===== src/design/pacavg_pkg.sv =====
`timescale 1ns / 1ps
// Shared types and constants for the periodic angle color average block.
// No dependencies; every other design file refers to this package by scope.

package pacavg_pkg;

    // Field widths fixed by the item formats.
    localparam int ANGLE_W   = 16;
    localparam int REF_W     = 9;
    localparam int LEVEL_W   = 16;
    localparam int COUNT_W   = 21;

    // Configuration register map.
    localparam int NUM_REFS  = 6;
    localparam int CFG_IDX_W = 3;

    typedef enum logic [CFG_IDX_W-1:0] {
        REG_RED_PHI   = 3'd0,
        REG_RED_PSI   = 3'd1,
        REG_GREEN_PHI = 3'd2,
        REG_GREEN_PSI = 3'd3,
        REG_BLUE_PHI  = 3'd4,
        REG_BLUE_PSI  = 3'd5
    } pacavg_reg_idx_t;

    localparam logic signed [REF_W-1:0] REF_RESET [NUM_REFS] = '{
        -9'sd120, 9'sd120, -9'sd60, -9'sd60, 9'sd60, 9'sd60
    };

    // Channel indexing: red, green, blue.
    localparam int NUM_CHANNELS = 3;
    localparam int CHAN_W       = 2;
    localparam logic [CHAN_W-1:0] LAST_CHAN = 2'd2;

    // One shared step unit resolves one result bit per cycle.
    localparam int STEPS  = 16;
    localparam int STEP_W = 4;

    // Geometry: full turn in degrees and the squared maximum distance,
    // (sqrt(2) * 180)^2 in whole degrees.
    localparam int FULL_TURN   = 360;
    localparam int DIST_SQ_MAX = 64800;

    typedef enum logic [3:0] {
        ST_IDLE,
        ST_DIST,
        ST_SQUARE,
        ST_ROOT_LOAD,
        ST_ROOT,
        ST_ACCUM,
        ST_DIV_LOAD,
        ST_DIV,
        ST_PUBLISH
    } pacavg_state_t;

    // Controls from the sequencer to the datapath.
    typedef struct packed {
        logic capture;
        logic axis_diff;
        logic square;
        logic root_load;
        logic step;
        logic root_mode;
        logic accum;
        logic div_load;
        logic publish;
    } pacavg_ctrl_t;

endpackage


===== src/design/pacavg_if.sv =====
`timescale 1ns / 1ps
// Valid/ready channel interfaces for sample items and result items.
// Depends on pacavg_pkg for the field widths.

interface pacavg_sample_if;
    logic                                  valid;
    logic                                  ready;
    logic signed [pacavg_pkg::ANGLE_W-1:0] phi_angle;
    logic signed [pacavg_pkg::ANGLE_W-1:0] psi_angle;
    logic                                  last_sample;

    modport source (output valid, phi_angle, psi_angle, last_sample, input ready);
    modport sink   (input valid, phi_angle, psi_angle, last_sample, output ready);
endinterface

interface pacavg_result_if;
    logic                             valid;
    logic                             ready;
    logic [pacavg_pkg::LEVEL_W-1:0]   red_level;
    logic [pacavg_pkg::LEVEL_W-1:0]   green_level;
    logic [pacavg_pkg::LEVEL_W-1:0]   blue_level;
    logic [pacavg_pkg::COUNT_W-1:0]   samples_used;

    modport source (output valid, red_level, green_level, blue_level, samples_used,
                    input ready);
    modport sink   (input valid, red_level, green_level, blue_level, samples_used,
                    output ready);
endinterface


===== src/design/periodic_angle_color_average_core.sv =====
`timescale 1ns / 1ps
// An accepted item is processed one channel at a time, most of the work on the shared root/divide
// unit; the next item is not accepted until all three channels of it are accumulated.
// An item arriving after the sample limit is reached is accepted and dropped at once.
// A last item then runs the three divisions on the same unit and hands its result to the output
// register, where it is held until taken; the hand-off waits while that register is full.
// Reset (rst_n low, asynchronous) clears sums, count and output valid and loads the default
// reference points; no clearing pass is needed.

module periodic_angle_color_average_core #(
    parameter int MAX_SAMPLES     = 1048576,
    parameter int ANGLE_FRAC_BITS = 7
) (
    input  logic                                clk,
    input  logic                                rst_n,
    pacavg_sample_if.sink                       sample_in,
    pacavg_result_if.source                     result_out,
    input  logic                                cfg_write,
    input  logic [pacavg_pkg::CFG_IDX_W-1:0]    cfg_index,
    input  logic [pacavg_pkg::REF_W-1:0]        cfg_data
);

    // Derived widths.
    localparam int TW  = $clog2(MAX_SAMPLES + 1);               // sample count
    localparam int SW  = pacavg_pkg::LEVEL_W + TW;              // channel sums
    localparam int DW  = ((ANGLE_FRAC_BITS + 10 > pacavg_pkg::ANGLE_W) ?
                          ANGLE_FRAC_BITS + 10 : pacavg_pkg::ANGLE_W) + 2; // axis difference
    localparam int SQW = 2 * DW + 1;                            // squared distance
    localparam int RW  = 35 + 2 * ANGLE_FRAC_BITS;              // root residual
    localparam int UW  = (RW > SW) ? RW : SW;                   // shared unit width
    localparam int CW  = (SQW > UW) ? SQW : UW;                 // range compare width
    localparam int LW  = pacavg_pkg::LEVEL_W;

    localparam logic signed [DW-1:0] PERIOD =
        DW'(pacavg_pkg::FULL_TURN) <<< ANGLE_FRAC_BITS;
    localparam logic [UW-1:0] DEN  = UW'(pacavg_pkg::DIST_SQ_MAX) << (2 * ANGLE_FRAC_BITS);
    localparam logic [UW-1:0] DEN3 = DEN + (DEN << 1);
    localparam logic [TW-1:0] TALLY_MAX = TW'(MAX_SAMPLES);
    localparam logic [pacavg_pkg::STEP_W-1:0] STEP_LAST =
        pacavg_pkg::STEP_W'(pacavg_pkg::STEPS - 1);

    // Sequencer and control registers.
    pacavg_pkg::pacavg_state_t          state_reg, state_next;
    pacavg_pkg::pacavg_ctrl_t           ctrl;
    logic [pacavg_pkg::CHAN_W-1:0]      chan_reg;
    logic                               axis_reg;
    logic [pacavg_pkg::STEP_W-1:0]      step_reg;
    logic [TW-1:0]                      tally_reg;
    logic [SW-1:0]                      sum_reg [pacavg_pkg::NUM_CHANNELS];
    logic                               out_valid_reg;
    logic signed [pacavg_pkg::REF_W-1:0] cfg_reg [pacavg_pkg::NUM_REFS];

    // Payload registers.
    logic signed [pacavg_pkg::ANGLE_W-1:0] phi_reg, psi_reg;
    logic                               last_reg;
    logic [DW-1:0]                      mag_reg;
    logic [SQW-1:0]                     dsq_reg;
    logic                               over_reg;
    logic [UW-1:0]                      rem_reg;
    logic [UW-1:0]                      trial_reg;
    logic [LW-1:0]                      q_reg;
    logic [LW-1:0]                      avg_reg [pacavg_pkg::NUM_CHANNELS];
    logic [LW-1:0]                      out_level_reg [pacavg_pkg::NUM_CHANNELS];
    logic [pacavg_pkg::COUNT_W-1:0]     out_count_reg;

    logic step_last;
    logic chan_last;
    logic has_room;
    logic slot_free;

    assign step_last = (step_reg == STEP_LAST);
    assign chan_last = (chan_reg == pacavg_pkg::LAST_CHAN);
    assign has_room  = (tally_reg < TALLY_MAX);
    assign slot_free = !out_valid_reg || result_out.ready;

    // Configuration writes; indexes beyond the map are dropped.
    always_ff @(posedge clk or negedge rst_n)
    begin
        if (!rst_n)
        begin
            for (int i = 0; i < pacavg_pkg::NUM_REFS; i++)
            begin
                cfg_reg[i] <= pacavg_pkg::REF_RESET[i];
            end
        end
        else if (cfg_write && (cfg_index <= pacavg_pkg::REG_BLUE_PSI))
        begin
            cfg_reg[cfg_index] <= cfg_data;
        end
    end

    // Next state.
    always_comb
    begin
        state_next = state_reg;
        unique case (state_reg)
            pacavg_pkg::ST_IDLE:
            begin
                if (sample_in.valid)
                begin
                    priority if (has_room)
                        state_next = pacavg_pkg::ST_DIST;
                    else if (sample_in.last_sample)
                        state_next = pacavg_pkg::ST_DIV_LOAD;
                    else
                        state_next = pacavg_pkg::ST_IDLE;
                end
            end
            pacavg_pkg::ST_DIST:
                state_next = pacavg_pkg::ST_SQUARE;
            pacavg_pkg::ST_SQUARE:
                state_next = axis_reg ? pacavg_pkg::ST_ROOT_LOAD : pacavg_pkg::ST_DIST;
            pacavg_pkg::ST_ROOT_LOAD:
                state_next = pacavg_pkg::ST_ROOT;
            pacavg_pkg::ST_ROOT:
            begin
                if (step_last)
                    state_next = pacavg_pkg::ST_ACCUM;
            end
            pacavg_pkg::ST_ACCUM:
            begin
                priority if (!chan_last)
                    state_next = pacavg_pkg::ST_DIST;
                else if (last_reg)
                    state_next = pacavg_pkg::ST_DIV_LOAD;
                else
                    state_next = pacavg_pkg::ST_IDLE;
            end
            pacavg_pkg::ST_DIV_LOAD:
                state_next = pacavg_pkg::ST_DIV;
            pacavg_pkg::ST_DIV:
            begin
                if (step_last)
                    state_next = chan_last ? pacavg_pkg::ST_PUBLISH : pacavg_pkg::ST_DIV_LOAD;
            end
            pacavg_pkg::ST_PUBLISH:
            begin
                if (slot_free)
                    state_next = pacavg_pkg::ST_IDLE;
            end
            default:
                state_next = pacavg_pkg::ST_IDLE;
        endcase
    end

    // Sequencer outputs.
    always_comb
    begin
        ctrl            = '0;
        sample_in.ready = 1'b0;
        unique case (state_reg)
            pacavg_pkg::ST_IDLE:
            begin
                sample_in.ready = 1'b1;
                ctrl.capture    = sample_in.valid;
            end
            pacavg_pkg::ST_DIST:      ctrl.axis_diff = 1'b1;
            pacavg_pkg::ST_SQUARE:    ctrl.square    = 1'b1;
            pacavg_pkg::ST_ROOT_LOAD: ctrl.root_load = 1'b1;
            pacavg_pkg::ST_ROOT:
            begin
                ctrl.step      = 1'b1;
                ctrl.root_mode = 1'b1;
            end
            pacavg_pkg::ST_ACCUM:     ctrl.accum     = 1'b1;
            pacavg_pkg::ST_DIV_LOAD:  ctrl.div_load  = 1'b1;
            pacavg_pkg::ST_DIV:       ctrl.step      = 1'b1;
            pacavg_pkg::ST_PUBLISH:   ctrl.publish   = slot_free;
            default:
            begin
                ctrl = '0;
            end
        endcase
    end

    // Periodic axis distance: smallest of |d|, |d + 360|, |d - 360|.
    logic signed [pacavg_pkg::ANGLE_W-1:0] sample_sel;
    logic signed [pacavg_pkg::REF_W-1:0]   ref_sel;
    logic signed [DW-1:0] diff_c, diff_p, diff_n;
    logic [DW-1:0]        mag_c, mag_p, mag_n, mag_min;

    assign sample_sel = axis_reg ? psi_reg : phi_reg;
    assign ref_sel    = cfg_reg[{chan_reg, axis_reg}];
    assign diff_c     = DW'(sample_sel) - (DW'(ref_sel) <<< ANGLE_FRAC_BITS);
    assign diff_p     = diff_c + PERIOD;
    assign diff_n     = diff_c - PERIOD;
    assign mag_c      = diff_c[DW-1] ? DW'(-diff_c) : DW'(diff_c);
    assign mag_p      = diff_p[DW-1] ? DW'(-diff_p) : DW'(diff_p);
    assign mag_n      = diff_n[DW-1] ? DW'(-diff_n) : DW'(diff_n);

    always_comb
    begin
        mag_min = mag_c;
        if (mag_p < mag_min)
            mag_min = mag_p;
        if (mag_n < mag_min)
            mag_min = mag_n;
    end

    // Squared distance, summed over the two axes.
    logic [2*DW-1:0] mag_sq;
    logic [SQW-1:0]  dsq_next;

    assign mag_sq   = mag_reg * mag_reg;
    assign dsq_next = (axis_reg ? dsq_reg : '0) + SQW'(mag_sq);

    // Shared compare-subtract unit. Root mode finds floor(sqrt(dsq * 2^32 / DEN)) one bit
    // a step with the residual scaled by DEN; divide mode is restoring division of a sum.
    logic [UW-1:0] opnd;
    logic [UW:0]   diff_u;
    logic          take;
    logic [UW-1:0] rem_next;
    logic [UW-1:0] trial_next;
    logic [UW-1:0] trial_dbl;
    logic [LW-1:0] q_next;

    assign opnd      = ctrl.root_mode ? {rem_reg[UW-3:0], 2'b00} : rem_reg;
    assign diff_u    = {1'b0, opnd} - {1'b0, trial_reg};
    assign take      = !diff_u[UW];
    assign rem_next  = take ? diff_u[UW-1:0] : opnd;
    assign trial_dbl = trial_reg << 1;
    assign q_next    = {q_reg[LW-2:0], take};

    always_comb
    begin
        if (!ctrl.root_mode)
            trial_next = trial_reg >> 1;
        else if (take)
            trial_next = trial_dbl + DEN3;
        else
            trial_next = trial_dbl - DEN;
    end

    // Channel weight: 1 - distance / max, saturated at all ones, zero when out of range.
    logic [LW-1:0] weight;

    always_comb
    begin
        priority if (over_reg)
            weight = '0;
        else if (q_reg == '0)
            weight = '1;
        else
            weight = LW'({1'b1, {LW{1'b0}}} - {1'b0, q_reg});
    end

    // Control registers: state, counters, sums and output valid.
    always_ff @(posedge clk or negedge rst_n)
    begin
        if (!rst_n)
        begin
            state_reg     <= pacavg_pkg::ST_IDLE;
            chan_reg      <= '0;
            axis_reg      <= 1'b0;
            step_reg      <= '0;
            tally_reg     <= '0;
            out_valid_reg <= 1'b0;
            for (int i = 0; i < pacavg_pkg::NUM_CHANNELS; i++)
            begin
                sum_reg[i] <= '0;
            end
        end
        else
        begin
            state_reg <= state_next;

            if (ctrl.capture)
            begin
                chan_reg <= '0;
                axis_reg <= 1'b0;
            end
            if (ctrl.square && !axis_reg)
                axis_reg <= 1'b1;

            if (ctrl.root_load || ctrl.div_load)
                step_reg <= '0;
            else if (ctrl.step)
                step_reg <= step_reg + 1'b1;

            // Close one channel of a sample; after blue, count the sample.
            if (ctrl.accum)
            begin
                sum_reg[chan_reg] <= sum_reg[chan_reg] + SW'(weight);
                axis_reg          <= 1'b0;
                if (chan_last)
                begin
                    chan_reg  <= '0;
                    tally_reg <= tally_reg + 1'b1;
                end
                else
                begin
                    chan_reg <= chan_reg + 1'b1;
                end
            end

            // Advance to the next channel's division.
            if (ctrl.step && !ctrl.root_mode && step_last)
                chan_reg <= chan_last ? '0 : chan_reg + 1'b1;

            // Hand the averages to the output register and start a new set.
            if (ctrl.publish)
            begin
                out_valid_reg <= 1'b1;
                tally_reg     <= '0;
                for (int i = 0; i < pacavg_pkg::NUM_CHANNELS; i++)
                begin
                    sum_reg[i] <= '0;
                end
            end
            else if (result_out.ready)
            begin
                out_valid_reg <= 1'b0;
            end
        end
    end

    // Payload registers.
    always_ff @(posedge clk)
    begin
        if (ctrl.capture)
        begin
            phi_reg  <= sample_in.phi_angle;
            psi_reg  <= sample_in.psi_angle;
            last_reg <= sample_in.last_sample;
        end
        if (ctrl.axis_diff)
            mag_reg <= mag_min;
        if (ctrl.square)
            dsq_reg <= dsq_next;

        if (ctrl.root_load)
        begin
            over_reg  <= (CW'(dsq_reg) >= CW'(DEN));
            rem_reg   <= UW'(dsq_reg);
            trial_reg <= DEN;
            q_reg     <= '0;
        end
        else if (ctrl.div_load)
        begin
            rem_reg   <= UW'(sum_reg[chan_reg]);
            trial_reg <= UW'(tally_reg) << (LW - 1);
            q_reg     <= '0;
        end
        else if (ctrl.step)
        begin
            rem_reg   <= rem_next;
            trial_reg <= trial_next;
            q_reg     <= q_next;
        end

        if (ctrl.step && !ctrl.root_mode && step_last)
            avg_reg[chan_reg] <= q_next;

        if (ctrl.publish)
        begin
            for (int i = 0; i < pacavg_pkg::NUM_CHANNELS; i++)
            begin
                out_level_reg[i] <= avg_reg[i];
            end
            out_count_reg <= pacavg_pkg::COUNT_W'(tally_reg);
        end
    end

    // Result channel.
    assign result_out.valid        = out_valid_reg;
    assign result_out.red_level    = out_level_reg[0];
    assign result_out.green_level  = out_level_reg[1];
    assign result_out.blue_level   = out_level_reg[2];
    assign result_out.samples_used = out_count_reg;

endmodule

===== src/flat_wrapper.sv =====
// flat-port wrapper written by rule: the top's interface ports become plain ports
module periodic_angle_color_average_core_flat 
#(
    parameter int MAX_SAMPLES     = 1048576,
    parameter int ANGLE_FRAC_BITS = 7
)
  (clk, rst_n, cfg_write, cfg_index, cfg_data, sample_in_valid, sample_in_phi_angle, sample_in_psi_angle, sample_in_last_sample, sample_in_ready, result_out_valid, result_out_red_level, result_out_green_level, result_out_blue_level, result_out_samples_used, result_out_ready);
  pacavg_sample_if sample_in_i ();
  pacavg_result_if result_out_i ();
  input  logic clk;
  input  logic rst_n;
  input  logic cfg_write;
  input  logic [pacavg_pkg::CFG_IDX_W-1:0] cfg_index;
  input  logic [pacavg_pkg::REF_W-1:0] cfg_data;
  input wire logic [$bits(sample_in_i.valid)-1:0] sample_in_valid;
  input wire logic [$bits(sample_in_i.phi_angle)-1:0] sample_in_phi_angle;
  input wire logic [$bits(sample_in_i.psi_angle)-1:0] sample_in_psi_angle;
  input wire logic [$bits(sample_in_i.last_sample)-1:0] sample_in_last_sample;
  output wire logic [$bits(sample_in_i.ready)-1:0] sample_in_ready;
  output wire logic [$bits(result_out_i.valid)-1:0] result_out_valid;
  output wire logic [$bits(result_out_i.red_level)-1:0] result_out_red_level;
  output wire logic [$bits(result_out_i.green_level)-1:0] result_out_green_level;
  output wire logic [$bits(result_out_i.blue_level)-1:0] result_out_blue_level;
  output wire logic [$bits(result_out_i.samples_used)-1:0] result_out_samples_used;
  input wire logic [$bits(result_out_i.ready)-1:0] result_out_ready;
  assign sample_in_i.valid = sample_in_valid;
  assign sample_in_i.phi_angle = sample_in_phi_angle;
  assign sample_in_i.psi_angle = sample_in_psi_angle;
  assign sample_in_i.last_sample = sample_in_last_sample;
  assign sample_in_ready = sample_in_i.ready;
  assign result_out_valid = result_out_i.valid;
  assign result_out_red_level = result_out_i.red_level;
  assign result_out_green_level = result_out_i.green_level;
  assign result_out_blue_level = result_out_i.blue_level;
  assign result_out_samples_used = result_out_i.samples_used;
  assign result_out_i.ready = result_out_ready;
  periodic_angle_color_average_core #(.MAX_SAMPLES(MAX_SAMPLES), .ANGLE_FRAC_BITS(ANGLE_FRAC_BITS)) u_core (.clk(clk), .rst_n(rst_n), .sample_in(sample_in_i), .result_out(result_out_i), .cfg_write(cfg_write), .cfg_index(cfg_index), .cfg_data(cfg_data));
endmodule

===== config.mk =====
export PLATFORM = sky130hd
export DESIGN_NAME = periodic_angle_color_average_core_flat
export DESIGN_NICKNAME = d
export VERILOG_FILES = /design/src/design/pacavg_pkg.sv /design/src/design/pacavg_if.sv /design/src/design/periodic_angle_color_average_core.sv /design/src/flat_wrapper.sv
export SDC_FILE = /design/constraint.sdc
export NUM_CORES = 2
export LEC_CHECK = 0
export BUFFER_PORTS_ARGS = -buffer_cell sky130_fd_sc_hd__buf_2
export CAP_MARGIN = 0
export CORE_MARGIN = 3
export CORE_UTILIZATION = 45
export CTS_CLUSTER_SIZE = 40
export DETAILED_ROUTE_END_ITERATION = 7
export PLACE_DENSITY = 0.59
export SLEW_MARGIN = 25
export SYNTH_ARGS = -nofsm -noshare
export SYNTH_HDL_FRONTEND = slang
export SYNTH_SLANG_ARGS = --single-unit

===== constraint.sdc =====
create_clock -name clk -period 9.7 [get_ports clk]
set_input_delay 2.91 -clock clk [delete_from_list [all_inputs] [get_ports clk]]
set_output_delay 2.91 -clock clk [all_outputs]
set_load 0.005 [all_outputs]

== Word level (Yosys, flattened, before mapping) ==
Memories as Yosys holds them, arrays and structs flattened.
Index checks and enable logic that the tools add are counted.

* Memory bits (writable): 96
* Bits in registers: 425
* Memories kept: 2
* Output and inout port bits: 71

{| class="wikitable"
|+ Memory list
! name !! words !! width !! rd ports !! clocked after Yosys merged registers in !! write ports !! line !! RTL
|-
| u_core.avg_reg || 3 || 16 || 3 || 0 || 1 || periodic_angle_color_average_core.sv:62 || <nowiki>logic [LW-1:0] avg_reg [pacavg_pkg::NUM_CHANNELS];</nowiki>
|-
| u_core.out_level_reg || 3 || 16 || 3 || 0 || 3 || periodic_angle_color_average_core.sv:63 || <nowiki>logic [LW-1:0] out_level_reg [pacavg_pkg::NUM_CHANNELS];</nowiki>
|}

* Multipliers: 1
* Reduce and logical (&&, ||, !) cells: 26
* $add $sub $neg: 15
* Mux-type cells: 71
* $lt $le $gt $ge: 10
* Bitwise logic cells: 3
* Eq/ne operators: 14

{| class="wikitable"
|+ Operators by type and width
! operator !! number
|-
| 2-to-1 mux 111 bit || 2
|-
| 2-to-1 mux 49 bit || 4
|-
| 2-to-1 mux 39 bit || 4
|-
| bitwise mux 111 bit || 1
|-
| 2-to-1 mux 37 bit || 3
|-
| 2-to-1 mux 19 bit || 5
|-
| binary-select mux 37 bit (select 2 bit) || 1
|-
| demux 37 bit (select 2 bit) || 1
|-
| 2-to-1 mux 36 bit || 2
|-
| 2-to-1 mux 21 bit || 3
|-
| negation 19 bit || 3
|-
| bitwise mux 54 bit || 1
|-
| subtractor 49 x 49 -> 50 bit || 1
|-
| adder 49 x 32 -> 49 bit, second input constant || 1
|-
| subtractor 49 x 30 -> 49 bit, second input constant || 1
|-
| 2-to-1 mux 16 bit || 3
|-
| adder 39 x 38 -> 39 bit || 1
|-
| greater-or-equal comparator 39 x 30 -> 1 bit, second input constant || 1
|-
| < comparator 19 bit || 2
|-
| multiplier 19 x 19 -> 38 bit || 1
|-
| adder 37 x 16 -> 37 bit || 1
|-
| 2-to-1 mux 4 bit || 9
|-
| one-hot mux 4 bit (9 select lines) || 1
|-
| binary-select mux 9 bit (select 3 bit) || 1
|-
| other kinds (37) || 87
|}

== Longest topological paths before layout ==
* Depth after elaboration: 12
* Gate-level depth with buffers: 46
* Depth with buffers taken out: 39

== Least setup slack after synthesis ==
OpenSTA, ideal clock, no wires.

* Path kind: register to register
* Start: register u_core.chan_reg[0] (netlist name)
* End: register u_core.mag_reg[3] (data pin)
* Buffers on the path: 7
* Data required time: 9.429 ns
* Arrival: 8.812 ns
* Path slack: 0.617 ns
* Stages on the path, launching flop included: 43
* Setup time: 0.271 ns
* Cells stage by stage: dfrtp_1 buf_4 buf_2 buf_2 buf_2 buf_1 mux2i_1 nor2_1 a211oi_1 a21oi_1 ha_1 fa_1 nor2b_1 o21a_1 o211a_1 o31ai_2 a21bo_2 mux2i_1 [... 7 more ...] o2111a_1 o31a_1 or2_2 buf_1 clkinv_1 a21boi_1 o21ai_0 ha_1 o21a_1 o21a_1 o21ai_0 a21oi_1 o2111ai_1 a21oi_1 a2111oi_2 mux2i_2 nor2b_1 xnor2_1

* Word-level cells in the longest chain between the ends: 12
* Elaborated cells between the ends (all ways): 17
* Classes of those cells: 6 x add/sub; 2 x order compare; 8 x mux; 1 x bitwise

{| class="wikitable"
|+ RTL lines
! element !! line !! RTL
|-
| start: declaration || periodic_angle_color_average_core.sv:45 || <nowiki>logic [pacavg_pkg::CHAN_W-1:0] chan_reg;</nowiki>
|-
| start signal: assignment || periodic_angle_color_average_core.sv:292 || <nowiki>chan_reg <= chan_reg + 1'b1;</nowiki>
|-
| start signal: assignment || periodic_angle_color_average_core.sv:298 || <nowiki>chan_reg <= chan_last ? '0 : chan_reg + 1'b1;</nowiki>
|-
| inverter 3 -> 4 bit (implied by the code) * || periodic_angle_color_average_core.sv:183 || <nowiki>assign ref_sel = cfg_reg[{chan_reg, axis_reg}];</nowiki>
|-
| binary-select mux 9 bit (select 3 bit) * || periodic_angle_color_average_core.sv:183 ||
|-
| 2-to-1 mux 9 bit (implied by the code) * (2 in series) || periodic_angle_color_average_core.sv:183 ||
|-
| subtractor 16 x 16 -> 17 bit * || periodic_angle_color_average_core.sv:184 || <nowiki>assign diff_c = DW'(sample_sel) - (DW'(ref_sel) <<< ANGLE_FRAC_BITS);</nowiki>
|-
| adder 19 x 17 -> 19 bit || periodic_angle_color_average_core.sv:185 || <nowiki>assign diff_p = diff_c + PERIOD;</nowiki>
|-
| negation 19 bit || periodic_angle_color_average_core.sv:188 || <nowiki>assign mag_p = diff_p[DW-1] ? DW'(-diff_p) : DW'(diff_p);</nowiki>
|-
| 2-to-1 mux 19 bit || periodic_angle_color_average_core.sv:188 ||
|-
| < comparator 19 bit || periodic_angle_color_average_core.sv:194 || <nowiki>if (mag_p < mag_min)</nowiki>
|-
| 2-to-1 mux 19 bit || periodic_angle_color_average_core.sv:194 ||
|-
| < comparator 19 bit || periodic_angle_color_average_core.sv:196 || <nowiki>if (mag_n < mag_min)</nowiki>
|-
| 2-to-1 mux 19 bit * || periodic_angle_color_average_core.sv:196 ||
|-
| via u_core.mag_min[3] || periodic_angle_color_average_core.sv:180 || <nowiki>logic [DW-1:0] mag_c, mag_p, mag_n, mag_min;</nowiki>
|-
| end signal: assignment || periodic_angle_color_average_core.sv:327 || <nowiki>mag_reg <= mag_min;</nowiki>
|-
| end: declaration || periodic_angle_color_average_core.sv:56 || <nowiki>logic [DW-1:0] mag_reg;</nowiki>
|}

Mark *: on every way through the listed nets, which the timed path passes. The rest lies on a longest branch. The select of a mux whose other input is x is not followed.
A chain may end at the register's enable or synchronous reset.

== Worst setup path in the final report ==
* Start: register u_core.chan_reg[0] (netlist name)
* End: register u_core.mag_reg[4] (data pin)

Same word-level chain as after synthesis.

==> summary by stage <==
Timing
The count of final hold-check violations is 0. In the post-route analysis, the smallest setup slack over all paths is around 0.8 ns. The ratio of final minimum period to clock period is ~90%.

Counting I/O delays and the setup requirement, the final critical path takes roughly 8.9 ns. The number of failing setup endpoints in the final timing report is 0. On the final layout, the worst clock skew is about 0.052 ns. The final setup TNS is 0 ns. The highest attainable clock frequency is roughly 110 MHz.

The worst pin sits at a relative slew slack of approximately 31%. The worst-margin pin slew is slightly above 1 ns. The number of slew-limit violations in the final report is 0.

Setup repair after global routing left no endpoint under its margin.

Routing
In this run the remaining antenna-violating nets after routing total 0. The average wire per standard cell is ~19 microns. The average via count per standard cell is between 5 and 6. The detailed router's first-iteration violation count is 2,057.

The final routed wirelength across all metal layers is 103,700 microns. The DRC violation count after routing is 0. For this run, the detailed router's first-pass iteration total came to 5.

The final route contains 30.18k vias.

Finish
In the layout the commonest cells are sky130_fd_sc_hd__nand2_1, sky130_fd_sc_hd__inv_1, sky130_fd_sc_hd__fa_1. The fraction of final layout cells with drive strength greater than 1 is roughly 9.7%. From synthesis to final layout, the design area changed by 9.078%. The total area of multi-input combinational cells is roughly 25,000 sq um. Summing all flip-flop and latch instances after layout gives between 10,000 and 15,000 sq um.

Measured on the finished design, the core utilization comes to between 40% and 50%. The number of inserted diodes is 0. The most common library cell in the layout ignoring fill and taps is sky130_fd_sc_hd__nand2_1. The net count of the finished layout is 4,907. The number of flip-flops under the largest register name is between 100 and 150. Fill cells in the final layout number 8,317.

Critical path
The cell family with the largest share of critical-path delay is compound AO/OA/AOI/OAI gates. The highest net fanout along the worst path is 18. The element type at the critical path end is a flop. The number of buffer and inverter instances along the worst setup path is 2.

The data arrival time at the worst-slack endpoint is 9.24 ns. The kind of critical path is flop to flop. The cell at the slowest stage of the critical path is sky130_fd_sc_hd__dfrtp_4.

The critical path data required time is 10.04 ns. STA classifies the critical path startpoint as a flop. On the worst path, the slowest cell contributes a delay of between 0.6 and 0.7 ns.

Synth
The synthesized design devotes to its leading area cell type 18.22% of total area. The flip-flop cell with the highest count after synthesis is sky130_fd_sc_hd__edfxtp_1. During synthesis, Yosys emitted a total of 0 warnings. In the post-synthesis netlist, the biggest area contributors are sky130_fd_sc_hd__edfxtp_1, sky130_fd_sc_hd__fa_1, sky130_fd_sc_hd__dfrtp_1. The per-instance average area after synthesis is around 9.6 sq um.

The number of flip-flops and latches in the synthesized netlist is around 520. Of all cell types, the one taking the most synthesized area is sky130_fd_sc_hd__edfxtp_1. Summing every instance area after synthesis gives ~41,000 sq um. After synthesis, flip-flops and latches occupy approximately 34% of the total area. In the synthesized netlist, the number of instances is 4,246.

Synthesis instantiated ~100 different standard cells from the library. The number of flops mapped to enable cells by yosys is between 200 and 250. After synthesis, the share of flip-flops with an asynchronous set or reset is approximately two fifths.

CTS
The clock edge transition at the registers on the reported setup and hold paths is around 0.060 ns. The total number of clock tree sinks is roughly 520. TritonCTS built the clock tree. Clock tree synthesis selected as its root buffer the cell sky130_fd_sc_hd__clkbuf_16. Clock tree synthesis inserted a total of 56 buffers. The maximum clock path buffer count is 3.

The number of hold buffers added after cts is 0. Post-CTS timing repair inserted 0 buffers for setup. The number of H-tree levels is 2.

Clock latency on the worst-skew pair, taken at its later pin, is around 0.65 ns. Post-CTS repair changed the size of 0 cells.

Placed design
Before CTS, the worst setup slack after placement is ~0.86 ns. Summed over all nets, the half-perimeter wirelength after detailed placement is around 77,000 microns. Input and output buffers added on the ports amount to 120.

The final weighted congestion of routability-driven global placement is just under 0.9.

Global route
The number of global-route vias before repair is between 20k and 30k. The number of antenna violations at the first check in global routing came to 0. Entering global routing, the biggest net connects 171 pins. Global routing consumed, over all layers together, about 22% of the routing resources. The first-pass GRT wire length is 165,600 microns. For this run the aggregate overflow at the end of global routing stands at 0.

Die
The height of the die is between 300 and 400 microns. The floorplan step defined a die boundary enclosing ~94,000 sq um. The floorplan step set the die width to slightly above 300 microns. The I/O pin count is around 120. The core region is between 80,000 and 90,000 sq um. The floorplan row count is about 110. The initial utilization of the core area, before any placement, comes to between 40% and 50%.

Run status
The run finished with clean final reports.

Flow run
The tool flagged a number of max-cap violations equal to 0.

Min path
The worst min-delay path class is flop to flop.
## layout make-up
type                    instances  share of cell area (%)
multi-input cells            3110                   55.36
clock inverters                35                  0.7579
inverters                     432                   3.641
repair buffers                175                   2.321
flip-flops and latches        521                   31.27
well taps                    1165                   3.270
clock buffers                  70                   3.379
## worst paths after layout
kind | cells past startpoint | slack [ns] | end | start
setup / recovery | 36 | 0.80 | u_core.mag_reg[4]$_DFFE_PP_ | u_core.chan_reg[0]$_DFFE_PN0P_
hold / removal | 0 | 0.40 | u_core.out_level_reg[0][16]$_DFFE_PP_ | u_core.avg_reg[1][0]$_DFFE_PP_
setup reg to reg | 36 | 0.80 | u_core.mag_reg[4]$_DFFE_PP_ | u_core.chan_reg[0]$_DFFE_PN0P_
hold reg to reg | 0 | 0.40 | u_core.out_level_reg[0][16]$_DFFE_PP_ | u_core.avg_reg[1][0]$_DFFE_PP_
max in group asynchronous | 2 | 6.27 | u_core.chan_reg[0]$_DFFE_PN0P_ | rst_n
min in group asynchronous | 1 | 2.14 | u_core.tally_reg[19]$_DFFE_PN0P_ | rst_n
## per-stage QoR
stage	hold WS (ns)	instances	cell area (sq um)
final	0.4023	5508	44580
after global routing	0.4167	5508	44580
after CTS	0.3997	5508	44570
after detailed placement	0.4045	5403	42720
after global placement	0.4024	5403	42720
after floorplan	0.4003	4250	40880
## worst reg2reg max path: cells and delay by family (launching register included)
family,cells,cell delay [ns]
compound gates,17,3.39
simple gates,10,2.23
fa+ha+maj,3,0.92
flops,1,0.62
buf+inv,2,0.59
mux,1,0.48
xor+xnor,3,0.41
## kinds of logic after synthesis
family | Yosys count | share of synthesized area (%)
and+or+nand+nor | 1189 | 13.35
AOI/OAI and AO/OA | 959 | 15.08
buffers and inverters | 619 | 5.808
adders and majority gates | 561 | 22.39
DFF | 521 | 34.09
xor gates and xnor gates | 227 | 4.917
muxes | 168 | 4.338
other | 2 | 0.01838
## per-layer routing
metal | track usage [%] | wire (microns)
met1 | 31.63 | 49160
met2 | 35.34 | 47520
met3 | 2.510 | 4980
met4 | 4.731 | 2020
met5 | 0 | 0
## cell usage after synthesis (48+ instances only)
master,number
sky130_fd_sc_hd__mux2i_1,101
sky130_fd_sc_hd__ha_1,277
sky130_fd_sc_hd__a21oi_1,275
sky130_fd_sc_hd__o21ai_0,244
sky130_fd_sc_hd__inv_1,429
sky130_fd_sc_hd__a22o_1,63
sky130_fd_sc_hd__nand2_1,562
sky130_fd_sc_hd__and2_1,122
sky130_fd_sc_hd__nor2_1,218
sky130_fd_sc_hd__a21o_1,77
sky130_fd_sc_hd__dfxtp_1,75
sky130_fd_sc_hd__xnor2_1,146
sky130_fd_sc_hd__dfrtp_1,175
sky130_fd_sc_hd__mux2_2,63
sky130_fd_sc_hd__nor3_1,51
sky130_fd_sc_hd__fa_1,284
sky130_fd_sc_hd__clkbuf_1,145
sky130_fd_sc_hd__xor2_1,79
sky130_fd_sc_hd__edfxtp_1,248
sky130_fd_sc_hd__nand3_1,48
Power is not shown: default switching activity piles up to over one toggle a cycle in this logic, so the estimate is an artifact.
